`src/hdl/mivu_queue.sv`:
```
// ============================================================================
// mivu_queue
// Small register queue between the front and back parts.
// ============================================================================
`default_nettype none
module mivu_queue
#(
    parameter int unsigned WIDTH = 8,
    parameter int unsigned DEPTH = 4
)
(
    input  wire logic             clk,
    input  wire logic             rst_n,
    input  wire logic             push,
    input  wire logic [WIDTH-1:0] push_data,
    output logic                  full,
    input  wire logic             pop,
    output logic      [WIDTH-1:0] pop_data,
    output logic                  empty
);

    localparam int unsigned PW = (DEPTH > 1) ? $clog2(DEPTH) : 1;
    localparam int unsigned CW = $clog2(DEPTH + 1);

    logic [WIDTH-1:0] mem_reg [DEPTH];
    logic [PW-1:0]    wr_ptr_reg, wr_ptr_next;
    logic [PW-1:0]    rd_ptr_reg, rd_ptr_next;
    logic [CW-1:0]    count_reg, count_next;

    assign full     = (count_reg == CW'(DEPTH));
    assign empty    = (count_reg == '0);
    assign pop_data = mem_reg[rd_ptr_reg];

    always_comb
    begin
        wr_ptr_next = wr_ptr_reg;
        rd_ptr_next = rd_ptr_reg;
        if (push)
            wr_ptr_next = (wr_ptr_reg == PW'(DEPTH - 1)) ? '0 : wr_ptr_reg + PW'(1);
        if (pop)
            rd_ptr_next = (rd_ptr_reg == PW'(DEPTH - 1)) ? '0 : rd_ptr_reg + PW'(1);
        count_next = count_reg + CW'(push) - CW'(pop);
    end

    always_ff @(posedge clk or negedge rst_n)
    begin
        if (!rst_n)
        begin
            wr_ptr_reg <= '0;
            rd_ptr_reg <= '0;
            count_reg  <= '0;
        end
        else
        begin
            wr_ptr_reg <= wr_ptr_next;
            rd_ptr_reg <= rd_ptr_next;
            count_reg  <= count_next;
        end
    end

    always_ff @(posedge clk)
    begin
        if (push)
            mem_reg[wr_ptr_reg] <= push_data;
    end

    a_no_overflow: assert property (@(posedge clk) disable iff (!rst_n) !(push && full))
        else $error("queue push while full");
    a_no_underflow: assert property (@(posedge clk) disable iff (!rst_n) !(pop && empty))
        else $error("queue pop while empty");
    a_count: assert property (@(posedge clk) disable iff (!rst_n)
        (push && !pop) |=> (count_reg == $past(count_reg) + CW'(1)))
        else $error("queue count did not advance on push");

endmodule
`default_nettype wire

```
`config.mk`:
```
export PLATFORM = sky130hd
export DESIGN_NAME = mivu_queue
export DESIGN_NICKNAME = d
export VERILOG_FILES = /design/src/hdl/mivu_queue.sv
export SDC_FILE = /design/constraint.sdc
export NUM_CORES = 1
export LEC_CHECK = 0
export BUFFER_PORTS_ARGS = -buffer_cell sky130_fd_sc_hd__buf_2
export CORE_AREA = 2 2 57 59
export CTS_BUF_LIST = sky130_fd_sc_hd__clkbuf_4
export CTS_CLUSTER_DIAMETER = 200
export DETAILED_ROUTE_END_ITERATION = 8
export DIE_AREA = 0 0 59 61
export PLACE_DENSITY_LB_ADDON = 0.2
export SYNTH_ARGS = -nofsm -noshare
export SYNTH_HDL_FRONTEND = slang
export SYNTH_SLANG_ARGS = --single-unit
```
`constraint.sdc`:
```
create_clock -name clk -period 2.9 [get_ports clk]
set_clock_uncertainty 0.15 [all_clocks]
set_input_delay 0.58 -clock clk [delete_from_list [all_inputs] [get_ports clk]]
set_output_delay 0.58 -clock clk [all_outputs]
set_load 0.01 [all_outputs]
```
* Word level (Yosys, flattened, before mapping)
Memories as Yosys holds them, arrays and structs flattened.
Cells that the tools add are included.
** Operators by class
- Add/sub/neg operators :: 4
- Equal/unequal tests :: 3
- Muxes and demuxes :: 4
- Reduce and logical (&&, ||, !) cells :: 1
** Operators by type and width (count)
- 2-bit by 1-bit adder with 2-bit output, second input constant :: 2
- 2-bit == test, second input constant :: 2
- 2-bit two-way mux :: 2
- 3-bit by 1-bit adder with 3-bit output :: 1
- 3-bit == test, second input constant :: 1
- 3-bit zero test :: 1
- 3-bit by 1-bit subtractor with 3-bit output :: 1
- 1-bit two-way mux :: 2
** Storage, ports and cells
- Input bits :: 12
- Output and inout port bits :: 10
- Memories :: 1
- Flip-flop bits (word level) :: 7
- Memory bits (writable) :: 32
** Memory list
- mem_reg :: depth 4, width 8, read ports 1, clocked after memory_dff 0, write ports 1, RTL line 25 : logic [WIDTH-1:0] mem_reg [DEPTH];

* Depth between registers and ports, before layout
- Depth after elaboration :: 2
- Mapped depth :: 7
- Gate-level depth less buffers :: 7

* Worst setup path before layout
No wires, ideal clock.
- Path kind :: input port to flip-flop
- From :: in pop
- To :: reg count_reg[2]
- Slack :: 0.955 ns
- Arrival time :: 1.715 ns
- Data required time :: 2.670 ns
- Buffers on the path :: 0
- Cell stages on the path :: 6
- Cells stage by stage :: ha_1 > inv_1 > ha_1 > fa_1 > xnor2_1 > xnor2_1
** On the way
- Word-level cells in the longest chain between the ends :: 1
** Ends and longest elaborated chain
- start: declaration :: RTL line 17 : input wire logic pop,
- 3-bit by 1-bit subtractor with 3-bit output :: RTL line 42 : count_next = count_reg + CW'(push) - CW'(pop);
- named net count_next[2] :: RTL line 28 : logic [CW-1:0] count_reg, count_next;
- end signal: assignment :: RTL line 57 : count_reg <= count_next;
- end: declaration :: RTL line 28
The timed path passes the listed nets, and every way through them passes these cells.
A chain may end at the register's enable or synchronous reset.

* Worst setup path after layout
- From :: reg rd_ptr_reg[0]
- To :: out pop_data[3]
** On the way
- Word-level cells in the longest chain between the ends :: 1
** Ends and longest elaborated chain
- start: declaration :: RTL line 27 : logic [PW-1:0] rd_ptr_reg, rd_ptr_next;
- start signal: assignment :: RTL line 56 : rd_ptr_reg <= rd_ptr_next;
- memory read 4 x 8 bit
- end: declaration :: RTL line 18 : output logic [WIDTH-1:0] pop_data,
No other way between the ends.

==> metrics list <==
- Worst setup path startpoint: rd_ptr_reg[0]
* Category of the most critical setup path: reg2out
* Worst reg2reg path depth: 7
- VDD sags by at most 0.4810 mV.
- For this run, design rule violations remaining after detail routing come to 0.
- Async set-or-reset flop fraction in the synthesized netlist: 17.95%
* Number of resized instances in the post-cts repair step: 0
- Ys flop type: edfxtp_1
- At the pin with the least slew margin, the transition time is 587.1 ps.
- Total negative setup slack: 0 ps
- Synthesis inferred 39 register bits.
- Commonest cells in the synthesized netlist: 32 x edfxtp_1, 8 x mux4_2, 7 x dfrtp_1, 7 x ha_1, 6 x inv_1
- For this design the static power due to leakage is 0.6822 nW.
* Layout cell share with drive strength beyond 1: 36.79%
- TritonCTS built the clock tree.
- Port-buffer cells: 21
- Wires add up to 2296 um.
* Worst skew pair latency: 320 ps
* DP Wirelength: 1588 um
- Max FFs per register: 32
* Global-route usage over all layers: 15.88%
- Along the worst path, the maximum fanout reaches 11.
- Post-synth EDFFs: 32
- The die covers 3599 um2.
- Core Rows: 20
- Cell count after placement: 130
- A synthesized cell averages 20.07 um2.
* Highest clock frequency the design can meet: 396.8 MHz
- The H-tree generated during clock tree synthesis spans 2 levels.
- Setup violations remaining at the end of the flow were counted as 0.
- Global routing finished with a remaining overflow of 0.
* Clock slew seen by the registers of the worst setup and hold paths: 110 ps
- The pre-antenna-repair detailed-routing pass consisted of 4 iterations.
- Capture point of the critical path: pop_data[3]
* N_diodes: 0
- Area share of the leading cell type in the synthesized netlist: 61.39%
- First-pass GRT wire length: 3843 um
* Data arrival time at the worst-slack endpoint: 1790 ps
- The number of pins with negative max-slew slack in the final report was 0.
- Result of the run: finished, final reports clean
- Routed wire per std cell: 16.52 um
* Width of the chip: 59 um
- Yosys warning total: 0
- Fill cell instance count of the final layout: 240
- The worst setup path is launched from a register.
- After the flow finishes, the layout carries non-filler instances totaling 139.
* Launch instance of the worst register-to-register path: count_reg[0]
* Initial antenna violation count: 0
- Final Critical Period: 2520 ps
* RD Place Congestion: 0.6404
- The share of the Yosys chip area taken by registers is 72.58%.
- Number of clock sinks: 39
- Setup Fix Bufs, Post-CTS: 0
* Most frequent cell after synthesis: edfxtp_1
* Synthesized area: 1565 um2
* Worst Setup End Kind: output pin
- Total I/O pin count: 22
* Tightest Hold Check Type: in2reg
- Worst setup slack for register-to-register paths: 1080 ps
- The number of nets handed over by synthesis was 98.
* Die boundary height: 61 um
* Cell at the root of the clock tree: clkbuf_4
- In this run the standard cell core region covers 2953 um2.
* Maximum root-to-sink buffer count: 2
- Dividing total power by cell area gives a power density of 901.0 nW/um2.
- In this run the critical register-to-register path is captured at count_reg[2].
* Starting utilization of the core area: 53.01%
- Entering global routing, the biggest net connects 12 pins.
- Hold Violations, Final: 0
* Worst endpoint required time: 2170 ps
- CTS buffer count: 5
- For this block, the via count after detailed routing is 749.
- Number of global-route vias before repair: 779
- In the post-synthesis netlist, the biggest area contributors are edfxtp_1 61%, mux4_2 12%, dfrtp_1 11%.
- In the finished design, the share of the clock period the worst path needs comes to 86.91%.
- Unrepaired setup endpoints after global routing: no
* Cell count after synthesis: 78
- Yosys mapped the design onto 17 distinct sky130hd cell types.
- Net count, final: 125
* First-iteration detailed-routing DRC count: 15
* Via count normalized by instance count: 5.388
- Layout Area Growth over Synthesis: 12.63%
- Worst slew margin relative to its limit: 60.86%
* Yosys top cell by area: edfxtp_1
- Number of nets with antenna violations after routing: 0
- Max-cap violations in this run came to 0.
logic make-up (layout without fill, tap and decap cells):
| logic type | Yosys count | in the layout | synth area share [%] |
|---|---|---|---|
| AND/OR/NAND/NOR | 9 | 9 | 3.357 |
| buffers and inverters | 8 | 36 | 2.478 |
| XOR/XNOR | 2 | 2 | 1.119 |
| AO/OA/AOI/OAI | 2 | 2 | 0.6395 |
| multiplexers | 10 | 10 | 12.95 |
| adder cells (fa/ha/maj) | 8 | 8 | 6.874 |
| flip-flops | 39 | 39 | 72.58 |
critical path, stage by stage, from the launching register on:
cell,delay (ps)
dfrtp_1,730
mux4_2,580
buf_2,160
through the flow:
step	hold WS (ps)	power (W)	utilization (%)	area, um2	setup WS (ps)
after floorplan	134.4	0.001192	-	1565	954.7
after global placement	272.6	0.001319	57.42	1695	710.0
after detailed placement	273.1	0.001347	57.42	1695	688.1
after CTS	297.6	0.001612	59.70	1763	315.9
after global routing	293.8	0.001712	59.70	1763	243.7
final	309.5	0.001588	59.70	1763	379.6
power by group:
group	internal (W)	switching, W
Sequential	0.000737	0.000107
Clock	0.000113	0.000157
Combinational	0.000259	0.000215
routing by layer:
layer	global-route usage, %	routed length, um	up-vias
li1	-	-	350
met1	21.08	996	376
met2	24.44	1158	19
met3	5.757	112	4
met4	5.844	28	0
met5	0	0	-
layout by cell type, fill, tap and decap left out, types with 2 or more instances in the layout:
cell type	n
buf_2	21
ha_1	7
mux2_2	2
clkbuf_4	7
mux4_2	8
xnor2_1	2
o21ai_0	2
dfrtp_1	7
and2_1	4
edfxtp_1	32
inv_1	6
what timing repair did:
item / in CTS / in global routing
endpoints found under the hold margin: 7 / 0
hold buffers: 1 / 0
setup endpoints to repair: 0 / 0
worst min path at each step:
stage / startpoint / endpoint / slack [ps] / cells past startpoint
floorplan: rst_n / count_reg[0] / 130 / 0
global placement: rst_n / count_reg[2] / 270 / 1
detailed placement: rst_n / count_reg[1] / 270 / 1
CTS: push_data[6] / mem_reg[1][6] / 300 / 1
global route: push_data[6] / mem_reg[1][6] / 290 / 1
finish: push_data[6] / mem_reg[1][6] / 310 / 1
final cells by class:
type	count	area (um2)	share of cell area [%]
inverters	6	22.52	1.278
clock inverters	1	5.005	0.2839
repair buffers	22	115.1	6.529
multi-input cells	31	390.4	22.14
flip-flops and latches	39	1136	64.44
clock buffers	7	52.55	2.981
well taps	33	41.29	2.342
No activity file was read; power rests on OpenSTA's default activity.
