File: src/hdl/mivu_pkg.sv
// ============================================================================
// mivu_pkg
// Shared types and constants for the minimum image vector unit.
// ============================================================================
`default_nettype none
package mivu_pkg;

    localparam int unsigned NUM_REGS   = 7;
    localparam int unsigned ADDR_WIDTH = 6;
    localparam int unsigned DATA_WIDTH = 64;

    localparam logic [2:0] REG_BOX_MODE   = 3'd0;
    localparam logic [2:0] REG_CELL_XX_YY = 3'd1;
    localparam logic [2:0] REG_CELL_ZZ_XY = 3'd2;
    localparam logic [2:0] REG_CELL_XZ_YZ = 3'd3;
    localparam logic [2:0] REG_INV_XX_YY  = 3'd4;
    localparam logic [2:0] REG_INV_ZZ_XY  = 3'd5;
    localparam logic [2:0] REG_INV_XZ_YZ  = 3'd6;

    localparam logic [2:0] MODE_NONE      = 3'd0;
    localparam logic [2:0] MODE_CUBIC     = 3'd1;
    localparam logic [2:0] MODE_ORTHO     = 3'd2;
    localparam logic [2:0] MODE_MONO_A    = 3'd3;
    localparam logic [2:0] MODE_MONO_B    = 3'd4;
    localparam logic [2:0] MODE_MONO_G    = 3'd5;
    localparam logic [2:0] MODE_TRICLINIC = 3'd6;

    // fractional wrap limits, Q.24
    localparam logic signed [63:0] FRAC_HALF = 64'sd8388608;
    localparam logic signed [63:0] FRAC_ONE  = 64'sd16777216;

    localparam logic signed [63:0] S64_MAX = 64'sh7FFF_FFFF_FFFF_FFFF;
    localparam logic signed [63:0] S64_MIN = 64'sh8000_0000_0000_0000;

    typedef struct packed {
        logic [2:0]  box_mode;
        logic [63:0] cell_xx_yy;
        logic [63:0] cell_zz_xy;
        logic [63:0] cell_xz_yz;
        logic [63:0] inv_xx_yy;
        logic [63:0] inv_zz_xy;
        logic [63:0] inv_xz_yz;
    } cfg_t;

    typedef struct packed {
        logic periodic;
        logic cubic;
        logic use_xy;
        logic use_xz;
        logic use_yz;
    } mode_flags_t;

    function automatic logic signed [63:0] sat64(input logic signed [127:0] v);
        logic signed [63:0] r;
        if (v > 128'(S64_MAX))
            r = S64_MAX;
        else if (v < 128'(S64_MIN))
            r = S64_MIN;
        else
            r = v[63:0];
        return r;
    endfunction

    function automatic logic signed [63:0] sat_add64(input logic signed [63:0] a,
                                                     input logic signed [63:0] b);
        logic signed [127:0] s;
        s = 128'(a) + 128'(b);
        return sat64(s);
    endfunction

endpackage
`default_nettype wire

File: src/hdl/mivu_cfg.sv
// ============================================================================
// mivu_cfg
// Register file behind the configuration port.
// ============================================================================
`default_nettype none
module mivu_cfg
(
    input  wire logic                                clk,
    input  wire logic                                rst_n,
    input  wire logic                                psel,
    input  wire logic                                penable,
    input  wire logic                                pwrite,
    input  wire logic [mivu_pkg::ADDR_WIDTH-1:0]     paddr,
    input  wire logic [mivu_pkg::DATA_WIDTH-1:0]     pwdata,
    output logic      [mivu_pkg::DATA_WIDTH-1:0]     prdata,
    output logic                                     pready,
    output mivu_pkg::cfg_t                           cfg
);

    mivu_pkg::cfg_t cfg_reg;
    mivu_pkg::cfg_t cfg_next;
    logic           wr_en;
    logic [2:0]     idx;

    assign pready = 1'b1;
    assign idx    = paddr[5:3];
    assign wr_en  = psel && penable && pwrite && pready;

    always_comb
    begin
        cfg_next = cfg_reg;
        if (wr_en)
        begin
            case (idx)
                mivu_pkg::REG_BOX_MODE:   cfg_next.box_mode   = pwdata[2:0];
                mivu_pkg::REG_CELL_XX_YY: cfg_next.cell_xx_yy = pwdata;
                mivu_pkg::REG_CELL_ZZ_XY: cfg_next.cell_zz_xy = pwdata;
                mivu_pkg::REG_CELL_XZ_YZ: cfg_next.cell_xz_yz = pwdata;
                mivu_pkg::REG_INV_XX_YY:  cfg_next.inv_xx_yy  = pwdata;
                mivu_pkg::REG_INV_ZZ_XY:  cfg_next.inv_zz_xy  = pwdata;
                mivu_pkg::REG_INV_XZ_YZ:  cfg_next.inv_xz_yz  = pwdata;
                default:                  cfg_next = cfg_reg;
            endcase
        end
    end

    always_ff @(posedge clk or negedge rst_n)
    begin
        if (!rst_n)
            cfg_reg <= '0;
        else
            cfg_reg <= cfg_next;
    end

    always_comb
    begin
        case (idx)
            mivu_pkg::REG_BOX_MODE:   prdata = {61'd0, cfg_reg.box_mode};
            mivu_pkg::REG_CELL_XX_YY: prdata = cfg_reg.cell_xx_yy;
            mivu_pkg::REG_CELL_ZZ_XY: prdata = cfg_reg.cell_zz_xy;
            mivu_pkg::REG_CELL_XZ_YZ: prdata = cfg_reg.cell_xz_yz;
            mivu_pkg::REG_INV_XX_YY:  prdata = cfg_reg.inv_xx_yy;
            mivu_pkg::REG_INV_ZZ_XY:  prdata = cfg_reg.inv_zz_xy;
            mivu_pkg::REG_INV_XZ_YZ:  prdata = cfg_reg.inv_xz_yz;
            default:                  prdata = '0;
        endcase
    end

    assign cfg = cfg_reg;

endmodule
`default_nettype wire

File: config.mk
export PLATFORM = sky130hd
export DESIGN_NAME = mivu_cfg
export DESIGN_NICKNAME = d
export VERILOG_FILES = /design/src/hdl/mivu_pkg.sv /design/src/hdl/mivu_cfg.sv
export SDC_FILE = /design/constraint.sdc
export NUM_CORES = 1
export LEC_CHECK = 0
export ABC_AREA = 1
export BUFFER_PORTS_ARGS = -buffer_cell sky130_fd_sc_hd__buf_4
export CAP_MARGIN = 20
export CORE_AREA = 3 3 206 208
export CTS_CLUSTER_DIAMETER = 120
export CTS_CLUSTER_SIZE = 30
export DETAILED_ROUTE_END_ITERATION = 16
export DIE_AREA = 0 0 209 211
export PLACE_DENSITY = 0.72
export SLEW_MARGIN = 40
export SYNTH_ARGS = -nofsm -noshare
export SYNTH_HDL_FRONTEND = slang
export SYNTH_SLANG_ARGS = --single-unit
File: constraint.sdc
create_clock -name clk -period 1.4 [get_ports clk]
set_input_delay 0.14 -clock clk [delete_from_list [all_inputs] [get_ports clk]]
set_output_delay 0.14 -clock clk [all_outputs]
set_load 0.03 [all_outputs]
=== Word level (Yosys, flattened, before mapping) ===
Index checks and enable logic that the tools add are counted.

* Add/subtract/negate cells: 0
* $mul: 0
* Divide/modulo/power cells: 0
* Magnitude comparators: 0
* Eq/ne operators: 6
* Shift operators: 0
* Multiplexer cells: 1
* Bitwise gates (word level): 0
* Reductions and logical operators: 10

{| class="wikitable"
|+ Operator list
! cell !! count
|-
| one-hot mux 64 bit (7 select lines) || 1
|-
| AND reduction 2 bit || 7
|-
| == test 3 bit (second input constant) || 3
|-
| == test 3 x 2 -> 1 bit (second input constant) || 2
|-
| == test 3 x 1 -> 1 bit (second input constant) || 1
|-
| zero test 3 bit || 1
|-
| logical AND 1 bit || 2
|}

* Flip-flop bits (word level): 387
* Bits in latches: 0
* Memory bits (writable): 0
* Memory bits (read-only): 0
* Input bits: 75
* Output and inout bits: 452
* Word-level logic and storage cells: 24
* Memories: 0

=== Longest topological paths before layout ===
* Word-level depth: 3
* Gate-level depth with buffers: 9
* Mapped depth without buffers: 6

=== Least setup slack after synthesis ===
OpenSTA, ideal clock, no wires.

* Kind: input to output
* Start point: in paddr[4] in the netlist's numbering
* End point: out prdata[50] in the netlist's numbering
* Arrival: 1.315 ns
* Required time: 1.260 ns
* Path slack: -0.055 ns
* Stages on the path: 8
* Path buffers: 3
* Path through: buf_4 -> nor2_4 -> buf_2 -> buf_1 -> nand3_1 -> nand2_1 -> nor2_1 -> nand2_1

* Word-level cells in the longest chain between the ends: 2
* Elaborated cells between the ends (all ways): 8
* Classes of those cells: eq/ne: 6; mux: 1; reduce/logical: 1

{| class="wikitable"
|+ RTL lines
! item !! line !! source
|-
| start: declaration || mivu_cfg.sv:13 || <nowiki>input wire logic [mivu_pkg::ADDR_WIDTH-1:0] paddr,</nowiki>
|-
| == test 3 bit, or another cell as far along || mivu_cfg.sv:57 || <nowiki>case (idx)</nowiki>
|-
| one-hot mux 64 bit (7 select lines) (*) || mivu_cfg.sv:57 ||
|-
| end: declaration || mivu_cfg.sv:15 || <nowiki>output logic [mivu_pkg::DATA_WIDTH-1:0] prdata,</nowiki>
|}

Mark *: on every way between the ends. The rest lies on a longest branch, timed or not.

=== Final worst setup path ===
* Start point: reg cfg_reg, in the netlist cfg[100]
* End point: out prdata[36] in the netlist's numbering

* Word-level cells in the longest chain between the ends: 1

{| class="wikitable"
|+ RTL lines
! item !! line !! source
|-
| start: declaration || mivu_cfg.sv:20 || <nowiki>mivu_pkg::cfg_t cfg_reg;</nowiki>
|-
| start signal: assignment || mivu_cfg.sv:52 || <nowiki>cfg_reg <= cfg_next;</nowiki>
|-
| one-hot mux 64 bit (7 select lines) || mivu_cfg.sv:57 ||
|}

No other way between the ends.

==> impl_metrics.csv <==
group,metric,value,unit
setup_path,crit_path_start_kind,"flip-flop",
synth,yosys-top-cells-count,"nand2_1, dfrtp_1, o21ai_0",
power,total_power,39.02,mW
final_layout,layout.nets,3352,
die,start_util,46.80,%
power,internal_power,23.14,mW
timing,final.min_clock_period,1.677,ns
power,p_clk_share,14.7,%
worst_hold_path,hold_path.class,"in -> async",
power,p_per_area,1331,mW/mm^2
final_layout,fillers,2998,
cts,cts_buffer_depth,3,
final_layout,largest_reg_flops,387,
setup_path,worstPathRequired,1.26,ns
die,io_pins,527,
timing,clock-skew-final,0,ns
status,failed_checks,"negative setup slack",
placed_design,io_buffers,522,
drt,wirelength,83330,um
cts,cts_made_buffers,16,
placed_design,globalplace.congestion,0.8966,
cts,clk_pin_slew_worst_paths,0.12,ns
synth,synth_cells,2498,
synth,ys.flop_type,"dfrtp_1",
drt,drt_pass1_iterations,6,
global_route,grt_max_degree,100,
synth,synth_top_area_cell,"dfrtp_1",
synth,synth_edf_count,0,
setup_path,end_kind,"output pin",
global_route,grt.busiest_layer,"met2",
die,die_h,211,um
final_layout,insertedDiodeCount,0,
timing,totalNegativeSetupSlack,-12.74,ns
timing,setup_viol,68,
global_route,antenna_found_initial,0,
die,die_area,0.04410,sq mm
drt,final_antenna_net_count,0,
synth,ys_types,18,
global_route,grtUsageTotal,35.57,%
synth,syn_nets,2573,
setup_path,cpPeakStageDelay,0.41,ns
power,p_leak,15.68,nW
power,comb_power_share,46.9,%
final_layout,post-route-util,71.97,%
timing,fmax,596.3,MHz
global_route,grt_pass1_wl,124300,um
final_layout,drive_above_1_share,31.58,%
cts,clk_latency,0.51,ns
timing,drv_slew,0,
power,sw_frac_of_total,40.71,%
timing,rsz0062_at_grt,"true",
global_route,met3_usage,7.589,%
synth,synth_area_leaders,"dfrtp_1, nand2_1, o21ai_0",
global_route,grt_pass1_vias,21470,
setup_path,critical_path_buf_inv_count,2,
global_route,grt-ovfl-total,0,
cts,root_buffer,"clkbuf_16",
power,peakVddDrop,1126,uV
synth,async_reset_ff_share,100.0,%
cts,cts.sinks,387,
setup_path,arrival,1.54,ns
drt,drc,0,
synth,synth_top_area_share,50.80,%
synth,ys_seq_area_share,50.80,%
timing,setup_ws,-0.2770,ns
power,seqPwrFrac,38.4,%
setup_path,cp_slowest_cell,"dfrtp_1",
setup_path,critical_path.top_delay_family,"flip-flops",
final_layout,synthToLayoutAreaGrowth,53.78,%
setup_path,cp_max_fo,2,
synth,yosysMostFrequentCell,"nand2_1",
drt,drtIter0Drc,2510,
synth,yosysWarnings,0,
synth,ys_ff_latch,387,
placed_design,post-place-ws,-0.1638,ns
status,status,"finished, violations left",
timing,hold_violations,0,
final_layout,fin_cells,3809,
global_route,use_met2,59.52,%
setup_path,path_class,"reg -> out",
setup_path,r2r_slack,0.44,ns
die,rows,74,
power,p_switching,15.89,mW
cts,htreeDepth,1,
drt,wl_per_cell,21.88,um
timing,timing.final.crit_share,119.8,%
placed_design,dp_hpwl,54540,um
synth,synth.cell_area,0.01906,sq mm
die,core-area,0.04074,sq mm
cts,cts_tree,"yes",
drt,viasPerCell,5.859,
setup_path,cp_cell_sequence,"nand4_1 -> nand2_1 -> nor2_1 -> buf_4 -> nand2_2 -> buf_6",
global_route,grtUsageMet1,43.59,%
placed_design,dpl.cell_count,3478,
drt,vias,22320,
die,die_w,209,um
job,cap_violations,0,
synth,syn_area_per_cell,7.632,sq um
==> worst reg2reg max path, delay by kind of cell (launching register included) <==
family                 cells  cell delay, ns
buffers and inverters      2            0.27
flip-flops                 1            0.44
AND/OR/NAND/NOR            1            0.08
AO/OA/AOI/OAI              1            0.07
==> repair_timing <==
| item | 4_1_cts | 5_1_grt |
|---|---|---|
| gates resized for setup | 216 | 284 |
| endpoints found under the hold margin | 702 | 0 |
| cloned | 0 | 1 |
| pin swaps | 194 | 94 |
| buffers inserted | 234 | 76 |
| setup endpoints to repair | 64 | 256 |
| hold buffers | 65 | 0 |
==> area by class of cell <==
type                            instances  area, sq um  share of cell area (%)
Clock inverter                          1        5.005                 0.01707
Multi-Input combinational cell       1762         8238                   28.10
Clock buffer                           17        425.4                   1.451
Timing Repair Buffer                  977         9786                   33.38
Inverter                              133        511.7                   1.745
Tap cell                              532        665.6                   2.270
Sequential cell                       387         9687                   33.04
==> logic make-up after synthesis <==
family          share of synthesized area [%]
flops                                   50.80
compound gates                          10.16
other cells                           0.01967
buf+inv                                 7.738
simple gates                            31.29
==> power by group through the flow <==
stage / Sequential, mW / Combinational (mW) / Clock [mW]
floorplan: 19.0 / 3.27 / 0
global placement: 15.4 / 13.4 / 0
detailed placement: 15.5 / 13.6 / 0
CTS: 14.8 / 16.9 / 5.79
global route: 15.1 / 19.2 / 6.16
finish: 15.0 / 18.3 / 5.74
==> final timing paths <==
kind | startpoint | endpoint | depth (start not counted)
hold reg to reg | cfg[291] | cfg[291] | 2
hold / removal | rst_n | cfg[9] | 2
min in group clk | paddr[3] | cfg[194] | 6
max in group asynchronous | rst_n | cfg[82] | 3
setup / recovery | cfg[100] | prdata[36] | 6
setup reg to reg | cfg[0] | cfg[0] | 4
==> metal layers <==
layer / vias to the layer above / part of all wire [%]
met1: 10560 / 35
met3: 343 / 11
met2: 1655 / 48
met5: - / 0
met4: 0 / 5.8
li1: 9757 / -
==> cells in the final DEF (no fill, tap or decap), drive strengths merged <==
cell | netlist | routed
buf | 82 | 911
clkbuf | 134 | 18
dlygate4sd3 | 0 | 65
nor2 | 79 | 79
nand4 | 195 | 195
o21ai | 387 | 387
inv | 133 | 133
conb | 1 | 1
nand3 | 192 | 192
dfrtp | 387 | 387
nand2 | 908 | 908
clkinv | 0 | 1
==> metrics by stage <==
| stage | hold slack (ns) | cell area, sq um |
|---|---|---|
| global placement | 0.06283 | 24570 |
| CTS | 0.09241 | 28160 |
| finish | 0.1002 | 29320 |
| detailed placement | 0.06429 | 24570 |
| floorplan | -0.1556 | 19090 |
| global route | 0.1012 | 29320 |
(Power assumes the default switching activity.)
