File: src/hdl/mivu_pkg.sv
// ============================================================================
// mivu_pkg
// Shared types and constants for the minimum image vector unit.
// ============================================================================
`default_nettype none
package mivu_pkg;

    localparam int unsigned NUM_REGS   = 7;
    localparam int unsigned ADDR_WIDTH = 6;
    localparam int unsigned DATA_WIDTH = 64;

    localparam logic [2:0] REG_BOX_MODE   = 3'd0;
    localparam logic [2:0] REG_CELL_XX_YY = 3'd1;
    localparam logic [2:0] REG_CELL_ZZ_XY = 3'd2;
    localparam logic [2:0] REG_CELL_XZ_YZ = 3'd3;
    localparam logic [2:0] REG_INV_XX_YY  = 3'd4;
    localparam logic [2:0] REG_INV_ZZ_XY  = 3'd5;
    localparam logic [2:0] REG_INV_XZ_YZ  = 3'd6;

    localparam logic [2:0] MODE_NONE      = 3'd0;
    localparam logic [2:0] MODE_CUBIC     = 3'd1;
    localparam logic [2:0] MODE_ORTHO     = 3'd2;
    localparam logic [2:0] MODE_MONO_A    = 3'd3;
    localparam logic [2:0] MODE_MONO_B    = 3'd4;
    localparam logic [2:0] MODE_MONO_G    = 3'd5;
    localparam logic [2:0] MODE_TRICLINIC = 3'd6;

    // fractional wrap limits, Q.24
    localparam logic signed [63:0] FRAC_HALF = 64'sd8388608;
    localparam logic signed [63:0] FRAC_ONE  = 64'sd16777216;

    localparam logic signed [63:0] S64_MAX = 64'sh7FFF_FFFF_FFFF_FFFF;
    localparam logic signed [63:0] S64_MIN = 64'sh8000_0000_0000_0000;

    typedef struct packed {
        logic [2:0]  box_mode;
        logic [63:0] cell_xx_yy;
        logic [63:0] cell_zz_xy;
        logic [63:0] cell_xz_yz;
        logic [63:0] inv_xx_yy;
        logic [63:0] inv_zz_xy;
        logic [63:0] inv_xz_yz;
    } cfg_t;

    typedef struct packed {
        logic periodic;
        logic cubic;
        logic use_xy;
        logic use_xz;
        logic use_yz;
    } mode_flags_t;

    function automatic logic signed [63:0] sat64(input logic signed [127:0] v);
        logic signed [63:0] r;
        if (v > 128'(S64_MAX))
            r = S64_MAX;
        else if (v < 128'(S64_MIN))
            r = S64_MIN;
        else
            r = v[63:0];
        return r;
    endfunction

    function automatic logic signed [63:0] sat_add64(input logic signed [63:0] a,
                                                     input logic signed [63:0] b);
        logic signed [127:0] s;
        s = 128'(a) + 128'(b);
        return sat64(s);
    endfunction

endpackage
`default_nettype wire

File: src/hdl/mivu_front.sv
// ============================================================================
// mivu_front
// Accepts point pairs, forms the raw difference and decodes the box mode.
// ============================================================================
`default_nettype none
module mivu_front
#(
    parameter int unsigned COORD_WIDTH = 32
)
(
    input  wire logic                         in_valid,
    output logic                              in_ready,
    input  wire logic [6*COORD_WIDTH-1:0]     in_coords,
    input  wire logic [2:0]                   box_mode,
    input  wire logic                         q_full,
    output logic                              q_push,
    output logic signed [COORD_WIDTH-1:0]     p1 [3],
    output logic signed [COORD_WIDTH:0]       d [3],
    output mivu_pkg::mode_flags_t             flags
);

    always_comb
    begin
        for (int i = 0; i < 3; i++)
        begin
            p1[i] = in_coords[i*COORD_WIDTH +: COORD_WIDTH];
            d[i]  = (COORD_WIDTH+1)'($signed(in_coords[(i+3)*COORD_WIDTH +: COORD_WIDTH]))
                  - (COORD_WIDTH+1)'(p1[i]);
        end
    end

    always_comb
    begin
        flags = '0;
        case (box_mode)
            mivu_pkg::MODE_CUBIC:     flags = '{1'b1, 1'b1, 1'b0, 1'b0, 1'b0};
            mivu_pkg::MODE_ORTHO:     flags = '{1'b1, 1'b0, 1'b0, 1'b0, 1'b0};
            mivu_pkg::MODE_MONO_A:    flags = '{1'b1, 1'b0, 1'b0, 1'b0, 1'b1};
            mivu_pkg::MODE_MONO_B:    flags = '{1'b1, 1'b0, 1'b0, 1'b1, 1'b0};
            mivu_pkg::MODE_MONO_G:    flags = '{1'b1, 1'b0, 1'b1, 1'b0, 1'b0};
            mivu_pkg::MODE_TRICLINIC: flags = '{1'b1, 1'b0, 1'b1, 1'b1, 1'b1};
            default:                  flags = '0;
        endcase
    end

    assign in_ready = !q_full;
    assign q_push   = in_valid && !q_full;

endmodule
`default_nettype wire

File: config.mk
export PLATFORM = sky130hd
export DESIGN_NAME = mivu_front
export DESIGN_NICKNAME = d
export VERILOG_FILES = /design/src/hdl/mivu_pkg.sv /design/src/hdl/mivu_front.sv
export SDC_FILE = /design/constraint.sdc
export NUM_CORES = 1
export LEC_CHECK = 0
export BUFFER_PORTS_ARGS = -buffer_cell sky130_fd_sc_hd__buf_2
export CAP_MARGIN = 40
export CORE_AREA = 5 5 150 152
export DETAILED_ROUTE_END_ITERATION = 6
export DIE_AREA = 0 0 155 157
export PLACE_DENSITY = 0.64
export SLEW_MARGIN = 15
export SYNTH_ARGS = -nofsm -noshare
export SYNTH_HDL_FRONTEND = slang
export SYNTH_SLANG_ARGS = --single-unit
File: constraint.sdc
create_clock -name vclk -period 3.2
set_clock_uncertainty 0.15 [all_clocks]
set_input_delay 0.16 -clock vclk [all_inputs]
set_output_delay 0.16 -clock vclk [all_outputs]
set_load 0.01 [all_outputs]
Yosys cells after proc, flatten, opt, wreduce, memory -nomap -nowiden
Cells that the tools add are included.
{ "word_totals": {"output_inout_bits": 202, "in_bits": 197, "ff_bits": 0} }
{ "classes": {"mux": 1, "n_eq_ne": 6, "add_sub_neg": 3, "n_reduce_logical": 2} }
{ "ops": {"columns": ["cell", "count"], "rows": [
  ["$sub 32x32->33", 3],
  ["$pmux 5 s6", 1],
  ["$eq 3x3->1 const B", 3],
  ["$eq 3x2->1 const B", 2],
  ["$eq 3x1->1 const B", 1],
  ["$logic_and 1x1->1", 1],
  ["$logic_not 1->1", 1]
]} }

Longest topological paths before layout
Gate-level depths: netlist (run 1).
{ "depth": {"ltp_word": 2, "mapped_depth": 11, "mapped_depth_nobuf": 11} }

Worst setup path after synthesis (run 1)
Ideal clock, no wire load.
{ "synth_path": {"path_type": "input-to-output", "startpoint": "input in_coords[128]", "endpoint": "output d[65] (netlist bit)", "path_stages": 11, "setup_slack_ps": 564, "t_required_ps": 2890, "path_buffers": 0, "arrival_time_ps": 2326, "cell_sequence": "inv_1 > ha_1 > fa_1 > nand2b_1 > a21oi_1 > a31oi_4 > o221ai_4 > a21boi_4 > o211ai_1 > o21ai_0 > o31a_1"} }
{ "synth_rtl": {"columns": ["element", "line", "rtl"], "rows": [
  ["start: declaration", "mivu_front.sv:13", "input wire logic [6*COORD_WIDTH-1:0] in_coords,"],
  ["end: declaration", "mivu_front.sv:18", "output logic signed [COORD_WIDTH:0] d [3],"]
]} }

==> impl_metrics.json, run 1 <==
{
  "status": "completed",
  "drc_errors": 0,
  "slew_headroom_pct": 64.3,
  "ant_nets": 0,
  "ys_top_cells_by_area": "ha_1, buf_4, inv_1",
  "leakage_nw": 4.49,
  "synth_most_common_cell": "inv_1",
  "path_class": "primary input to output pin",
  "die_height_um": 157,
  "worstHoldStart": "in_coords[77]",
  "grt_max_degree": 10,
  "vias": 7096,
  "clkbuf_count": 0,
  "rsz0062_at_grt": "false",
  "finish.net_count": 1495,
  "seq_cells": 0,
  "syn_nets": 1195,
  "synth_cell_types": 70,
  "antenna_found_initial": 0,
  "synthTopCellsByCount": "inv_1, buf_4, ha_1, a21oi_1, nand2_1",
  "ff_latch_area_um2": 0,
  "viasPerCell": 4.82,
  "core_area_um2": 20900,
  "synth_top_area_share_pct": 19.6,
  "finalSetupViolCount": 0,
  "multi_input_area_um2": 4890,
  "cp.required_ns": 2.89,
  "startpoint_type": "primary input",
  "yosysWarnings": 0,
  "hold_viol": 0,
  "slowest_stage": "o311ai_2",
  "tightestPinTransition_ns": 0.527,
  "hold_buffers": 0,
  "post-route-period-util_pct": 94.0,
  "netlist_area_um2": 6140,
  "setup_tns_ns": 0,
  "slew_viol_final": 0,
  "final_util_pct": 37.3,
  "fillers": 2286,
  "rows": 53,
  "dp_hpwl_um": 20600,
  "groute.usage.overall_pct": 16.4,
  "worst_slack_ns": 0.194,
  "min_to": "p1[13]",
  "critical_path_arrival_ns": 2.70,
  "crit_path_cell_trace": "buf_2 > inv_1 > ha_1 > fa_1 > nor2b_1 > o31ai_1 > a21oi_1 > o311ai_2 > o21ai_2 > buf_4 > o31ai_2 > o21ai_0 > xor2_1 > buf_2",
  "hold_class": "primary input to output pin",
  "grt-ovfl-total": 0,
  "final.min_clock_period_ns": 3.01,
  "dp.cells": 1472,
  "cp_max_fo": 3,
  "synth.largest_area_cell": "ha_1",
  "drive_gt1_share_pct": 36.3,
  "powerDensity_nw_per_um2": 238,
  "max_cap_violations": 0,
  "synth-seq-area-share_pct": 0,
  "synthCells": 899,
  "drtPass1Iterations": 5,
  "area_growth_pct": 27.1,
  "endpoint_kind": "output pin",
  "die_w_um": 155,
  "port_buffers": 399,
  "dieArea_um2": 24300,
  "antenna_cells": 0,
  "routed_wirelength_um": 22500,
  "ir_drop_mv": 0.123,
  "gp_congestion": 0.867,
  "crit_top_cell": "buf_2",
  "syn_avg_cell_area_um2": 6.83,
  "grt_pass1_vias": 6727,
  "fmax_mhz": 333,
  "avgRoutedWirePerCell_um": 15.3,
  "cpPeakStageDelay_ns": 0.36,
  "grt_first_pass_wirelength_um": 33600,
  "pre_cts_slack_ns": 0.0943,
  "initial_core_util_pct": 29.4,
  "fin_cells": 1472,
  "hold_depth": 2,
  "drt_iter0_markers": 256,
  "io_pins": 399
}
cell usage in the layout (no fill, tap or decap), types with 4 or more instances in the layout:
master     count
o21a_1        19
and2_1         8
nor3b_1        4
buf_2        399
o21bai_1      11
buf_4         13
ha_1          96
inv_1        125
nand4_1       16
a21oi_2        4
a21oi_1       82
a21o_1        39
o211ai_1      10
nor2b_1       15
nand3_1       17
nand2_1       61
o2111ai_1      4
nor2_1        44
xnor2_1       49
a31oi_1        8
and3_1         6
xor2_1        35
o21ai_0       43
o21ai_1        4
a211oi_1       4
nor3_1         8
nand2b_1       5
through the flow:
step                      total power [W]  hold slack (ns)  cell area, um2
after global placement            0.00186            0.370            7790
after detailed placement          0.00187            0.370            7790
after CTS                         0.00188            0.370            7790
after floorplan                   0.00120            0.214            6140
after global routing              0.00205            0.376            7800
final                             0.00186            0.369            7800
worst max path at each step:
stage                         startpoint    end  depth (start not counted)
after floorplan           in_coords[128]  d[65]                         11
final                      in_coords[96]  d[96]                         14
after global routing        in_coords[8]  d[97]                         12
after detailed placement    in_coords[8]  d[97]                         12
after CTS                   in_coords[8]  d[97]                         12
after global placement      in_coords[0]  d[98]                         12
cells by family (layout without fill, tap and decap cells):
group / Yosys count / in the layout / share of synthesized area (%)
muxes: 1 / 1 / 0.163
adders and majority gates: 99 / 99 / 20.5
and+or+nand+nor: 199 / 199 / 15.9
xor gates and xnor gates: 84 / 84 / 12.0
buffers and inverters: 239 / 537 / 20.5
AOI/OAI and AO/OA: 277 / 277 / 30.9
report_power, final:
part | leakage [nW] | total [W] | internal [W] | switching (W)
Sequential | 0 | 0 | 0 | 0
Clock | 0 | 0 | 0 | 0
Combinational | 4.49 | 0.00186 | 0.000804 | 0.00106
repair_timing:
action,CTS,global route
endpoints found under the setup margin,0,9
resized for setup,0,4
buffers inserted,0,0
critical path, delay by kind of cell:
| family | cells | cell delay (ns) |
|---|---|---|
| xor+xnor | 1 | 0.16 |
| fa+ha+maj | 2 | 0.38 |
| compound gates | 6 | 1.45 |
| simple gates | 1 | 0.07 |
| buf+inv | 4 | 0.48 |
per-layer routing:
metal / global-route usage, % / vias up / routed length, um
met3: 2.03 / 4 / 1510
met4: 0.378 / 0 / 58
met2: 30.9 / 259 / 11400
li1: - / 3633 / -
met5: 0 / - / 0
met1: 21.1 / 3200 / 9520
cell type report:
cell class / count / share of cell area (%)
inverters: 125 / 6.01
well taps: 275 / 4.41
multi-input cells: 660 / 62.7
repair buffers: 412 / 26.8
Power figures use the tool's default switching activity.
==> inputs of run 2 (changes only) <==
REMOVE_ABC_BUFFERS = 1   (was not set)
==> impl_metrics.json, run 2 (synthesis results as in run 1) <==
{
  "ir_drop_mv": 0.102,
  "clkbuf_count": 0,
  "startpoint": "in_coords[64]",
  "cp.required_ns": 2.89,
  "dp_hpwl_um": 21100,
  "vias": 7152,
  "final_cell_mix": "buf_2, inv_1, ha_1",
  "grt_max_degree": 10,
  "die_w_um": 155,
  "startpoint_type": "primary input",
  "power_w": 0.00188,
  "hold_viol": 0,
  "status": "completed",
  "post-route-period-util_pct": 94.5,
  "fmax_mhz": 331,
  "routed_wirelength_um": 23200,
  "avgRoutedWirePerCell_um": 15.7,
  "seq_cells": 0,
  "drc_errors": 0,
  "ant_nets": 0,
  "hold_buffers": 0,
  "initial_core_util_pct": 29.4,
  "groute.usage.overall_pct": 17.2,
  "hold_class": "primary input to output pin",
  "fin_area_um2": 7800,
  "max_cap_violations": 0,
  "finish.net_count": 1494,
  "dieArea_um2": 24300,
  "viasPerCell": 4.86,
  "multi_input_area_um2": 4890,
  "drive_gt1_share_pct": 36.3,
  "antenna_found_initial": 1,
  "gp_congestion": 0.868,
  "area_growth_pct": 27.0,
  "grt_pass1_vias": 6905,
  "rsz0062_at_grt": "false",
  "port_buffers": 399,
  "rows": 53,
  "core_area_um2": 20900,
  "finalSetupViolCount": 0,
  "slew_viol_final": 0,
  "dpl-instance-area_um2": 7780,
  "slew_headroom_pct": 63.0,
  "fillers": 2285,
  "final.min_clock_period_ns": 3.03,
  "powerDensity_nw_per_um2": 241,
  "die_height_um": 157,
  "leakage_nw": 4.49,
  "drtPass1Iterations": 5,
  "drt_iter0_markers": 281,
  "setup_tns_ns": 0,
  "cp-endpoint": "d[26]",
  "final_common_cell": "buf_2",
  "io_pins": 399,
  "final_util_pct": 37.3,
  "tightestPinTransition_ns": 0.549,
  "grt-ovfl-total": 0,
  "critical_path_arrival_ns": 2.72,
  "path_class": "primary input to output pin",
  "endpoint_kind": "output pin",
  "ff_latch_area_um2": 0,
  "cp_max_fo": 4,
  "grt_first_pass_wirelength_um": 35200
}
## run 2: changes by cell type in the layout (fill, tap and decap cells not counted), sizes merged
cell	delta
buf	-1
diode	+1
## run 2: repair_timing
| action | in CTS | in global routing |
|---|---|---|
| endpoints found under the setup margin | 0 | 5 |
| setup buffers | 0 | 0 |
| resized for setup | 0 | 4 |
## run 2: worst min path at each step
stage	depth (start not counted)	to	start	slack, ns
2_1_floorplan	0	p1[0]	in_coords[64]	0.17
3_3_place_gp	2	p1[23]	in_coords[87]	0.37
3_5_place_dp	2	p1[16]	in_coords[80]	0.37
4_1_cts	2	p1[16]	in_coords[80]	0.37
5_1_grt	2	p1[20]	in_coords[84]	0.37
6_report	2	p1[16]	in_coords[80]	0.37
## run 2: per-layer routing
metal | track usage [%] | vias to the layer above | routed length (um) | part of all wire, %
li1 | - | 3638 | - | -
met1 | 21.1 | 3190 | 9540 | 41
met2 | 33.0 | 307 | 11600 | 50
met3 | 2.42 | 17 | 1780 | 7.7
met4 | 1.60 | 0 | 240 | 1.0
met5 | 0 | - | 0 | 0
## run 2: critical path, stage by stage
cell      delay (ns)
buf_2           0.11
ha_1            0.21
fa_1            0.40
nor2b_1         0.13
o21ai_1         0.08
a21oi_1         0.20
o31ai_1         0.14
a31o_2          0.30
o21bai_1        0.20
or4b_1          0.46
o311ai_0        0.10
buf_2           0.20
## run 2: area by class of cell
class              instances  share of cell area [%]
multi-input cells        660                    62.8
repair buffers           411                    26.8
inverters                125                    6.02
well taps                275                    4.41
diodes                     1                  0.0321
## run 2: power breakdown
group | leakage [nW] | switching (W) | internal [W]
combinational | 4.49 | 0.00107 | 0.000804
clock | 0.00000634 | 0 | 0.0000000000418
sequential | 0 | 0 | 0
## run 2: metrics by stage
| stage | std cells | worst slack, ns | hold slack [ns] |
|---|---|---|---|
| 3_3_place_gp | 1471 | 0.215 | 0.370 |
| 2_1_floorplan | 785 | 0.564 | 0.170 |
| 3_5_place_dp | 1471 | 0.171 | 0.370 |
| 4_1_cts | 1471 | 0.172 | 0.370 |
| 6_report | 1472 | 0.175 | 0.369 |
| 5_1_grt | 1472 | 0.000987 | 0.375 |
==> inputs of run 3 (changes only) <==
clock period = 3.19 ns   (was 3.2 ns; I/O delays follow)
==> impl_metrics.json, run 3 (synthesis results as in run 1) <==
{
  "finish.net_count": 1494,
  "final_common_cell": "buf_2",
  "cp.required_ns": 2.88,
  "finalSetupViolCount": 0,
  "critical_path_arrival_ns": 2.71,
  "gp_congestion": 0.868,
  "max_cap_violations": 0,
  "path_class": "primary input to output pin",
  "grt_first_pass_wirelength_um": 35200,
  "groute.usage.overall_pct": 17.2,
  "leakage_nw": 4.49,
  "ant_nets": 0,
  "fmax_mhz": 331,
  "fillers": 2260,
  "viasPerCell": 4.92,
  "rsz0062_at_grt": "false",
  "drive_gt1_share_pct": 36.0,
  "avgRoutedWirePerCell_um": 15.7,
  "drt_iter0_markers": 260,
  "slew_headroom_pct": 63.2,
  "powerDensity_nw_per_um2": 242,
  "antenna_cells": 0,
  "grt_max_degree": 10,
  "status": "completed",
  "ff_latch_area_um2": 0,
  "hold_class": "primary input to output pin",
  "area_growth_pct": 26.8,
  "endpoint_kind": "output pin",
  "rows": 53,
  "cpPeakStageDelay_ns": 0.45,
  "io_pins": 399,
  "dieArea_um2": 24300,
  "startpoint_type": "primary input",
  "final_cell_mix": "buf_2, inv_1, ha_1",
  "port_buffers": 399,
  "post-route-period-util_pct": 94.8,
  "initial_core_util_pct": 29.4,
  "die_height_um": 157,
  "slowest_stage": "or4b_1",
  "grt_pass1_vias": 6929,
  "slew_viol_final": 0,
  "tightestPinTransition_ns": 0.546,
  "die_w_um": 155,
  "grt-ovfl-total": 0,
  "cp_max_fo": 4,
  "core_area_um2": 20900,
  "final.min_clock_period_ns": 3.02,
  "power_w": 0.00188,
  "routed_wirelength_um": 23200,
  "hold_viol": 0,
  "antenna_found_initial": 0,
  "drtPass1Iterations": 5,
  "clkbuf_count": 0,
  "seq_cells": 0,
  "vias": 7242,
  "dp_hpwl_um": 21100,
  "setup_tns_ns": 0,
  "ir_drop_mv": 0.0985,
  "crit_top_cell": "buf_2",
  "crit_path_cell_trace": "buf_2 > ha_1 > fa_1 > nor2b_1 > o21ai_1 > a21oi_1 > o31ai_1 > a31o_2 > o21bai_1 > or4b_1 > o311ai_0 > buf_2",
  "drc_errors": 0
}
-- run 3: cell types whose count changed in the layout (fill, tap and decap cells not counted) --
cell | before | now
a21oi_1 | 82 | 83
a21oi_2 | 4 | 3
diode_2 | 1 | 0
nor2b_1 | 14 | 15
nor2b_2 | 1 | 0
o31ai_1 | 2 | 3
o31ai_2 | 2 | 1
-- run 3: what timing repair did --
action	CTS	global route
gates resized for setup	0	1
hold buffers	0	0
setup buffers	0	0
setup endpoints to repair	0	1
-- run 3: worst paths after layout --
path	cells after the start	start	end	slack [ns]
min	2	in_coords[82]	p1[18]	0.37
max	12	in_coords[64]	d[26]	0.17
-- run 3: through the flow --
step	cells	cell area, um2	util [%]	setup slack (ns)	hold WS [ns]
2_1_floorplan	785	5350	-	0.555	0.169
3_3_place_gp	1471	7780	37.2	0.207	0.369
4_1_cts	1471	7780	37.2	0.111	0.369
3_5_place_dp	1471	7780	37.2	0.126	0.368
5_1_grt	1471	7780	37.3	0.0285	0.372
6_report	1471	7780	37.3	0.167	0.368
-- run 3: layout make-up --
class / instances / area (um2) / area share, %
Inverter: 125 / 469 / 6.03
Multi-Input combinational cell: 660 / 4880 / 62.7
Tap cell: 275 / 344 / 4.42
Timing Repair Buffer: 411 / 2090 / 26.8
-- run 3: layer usage --
layer	vias up	track usage, %	part of all wire [%]
li1	3652	-	-
met1	3250	21.1	41
met2	332	33.4	51
met3	8	2.36	8.4
met4	0	0.505	0.38
met5	-	0	0
-- run 3: power by group --
group          switching (W)  internal (W)  total, W
combinational        0.00108      0.000806   0.00188
clock                      0             0         0
sequential                 0             0         0
-- run 3: worst max-delay path, delay by kind of cell --
family / cells / cell delay (ns)
compound gates: 6 / 1.04
fa+ha+maj: 2 / 0.62
buf+inv: 2 / 0.31
simple gates: 2 / 0.58
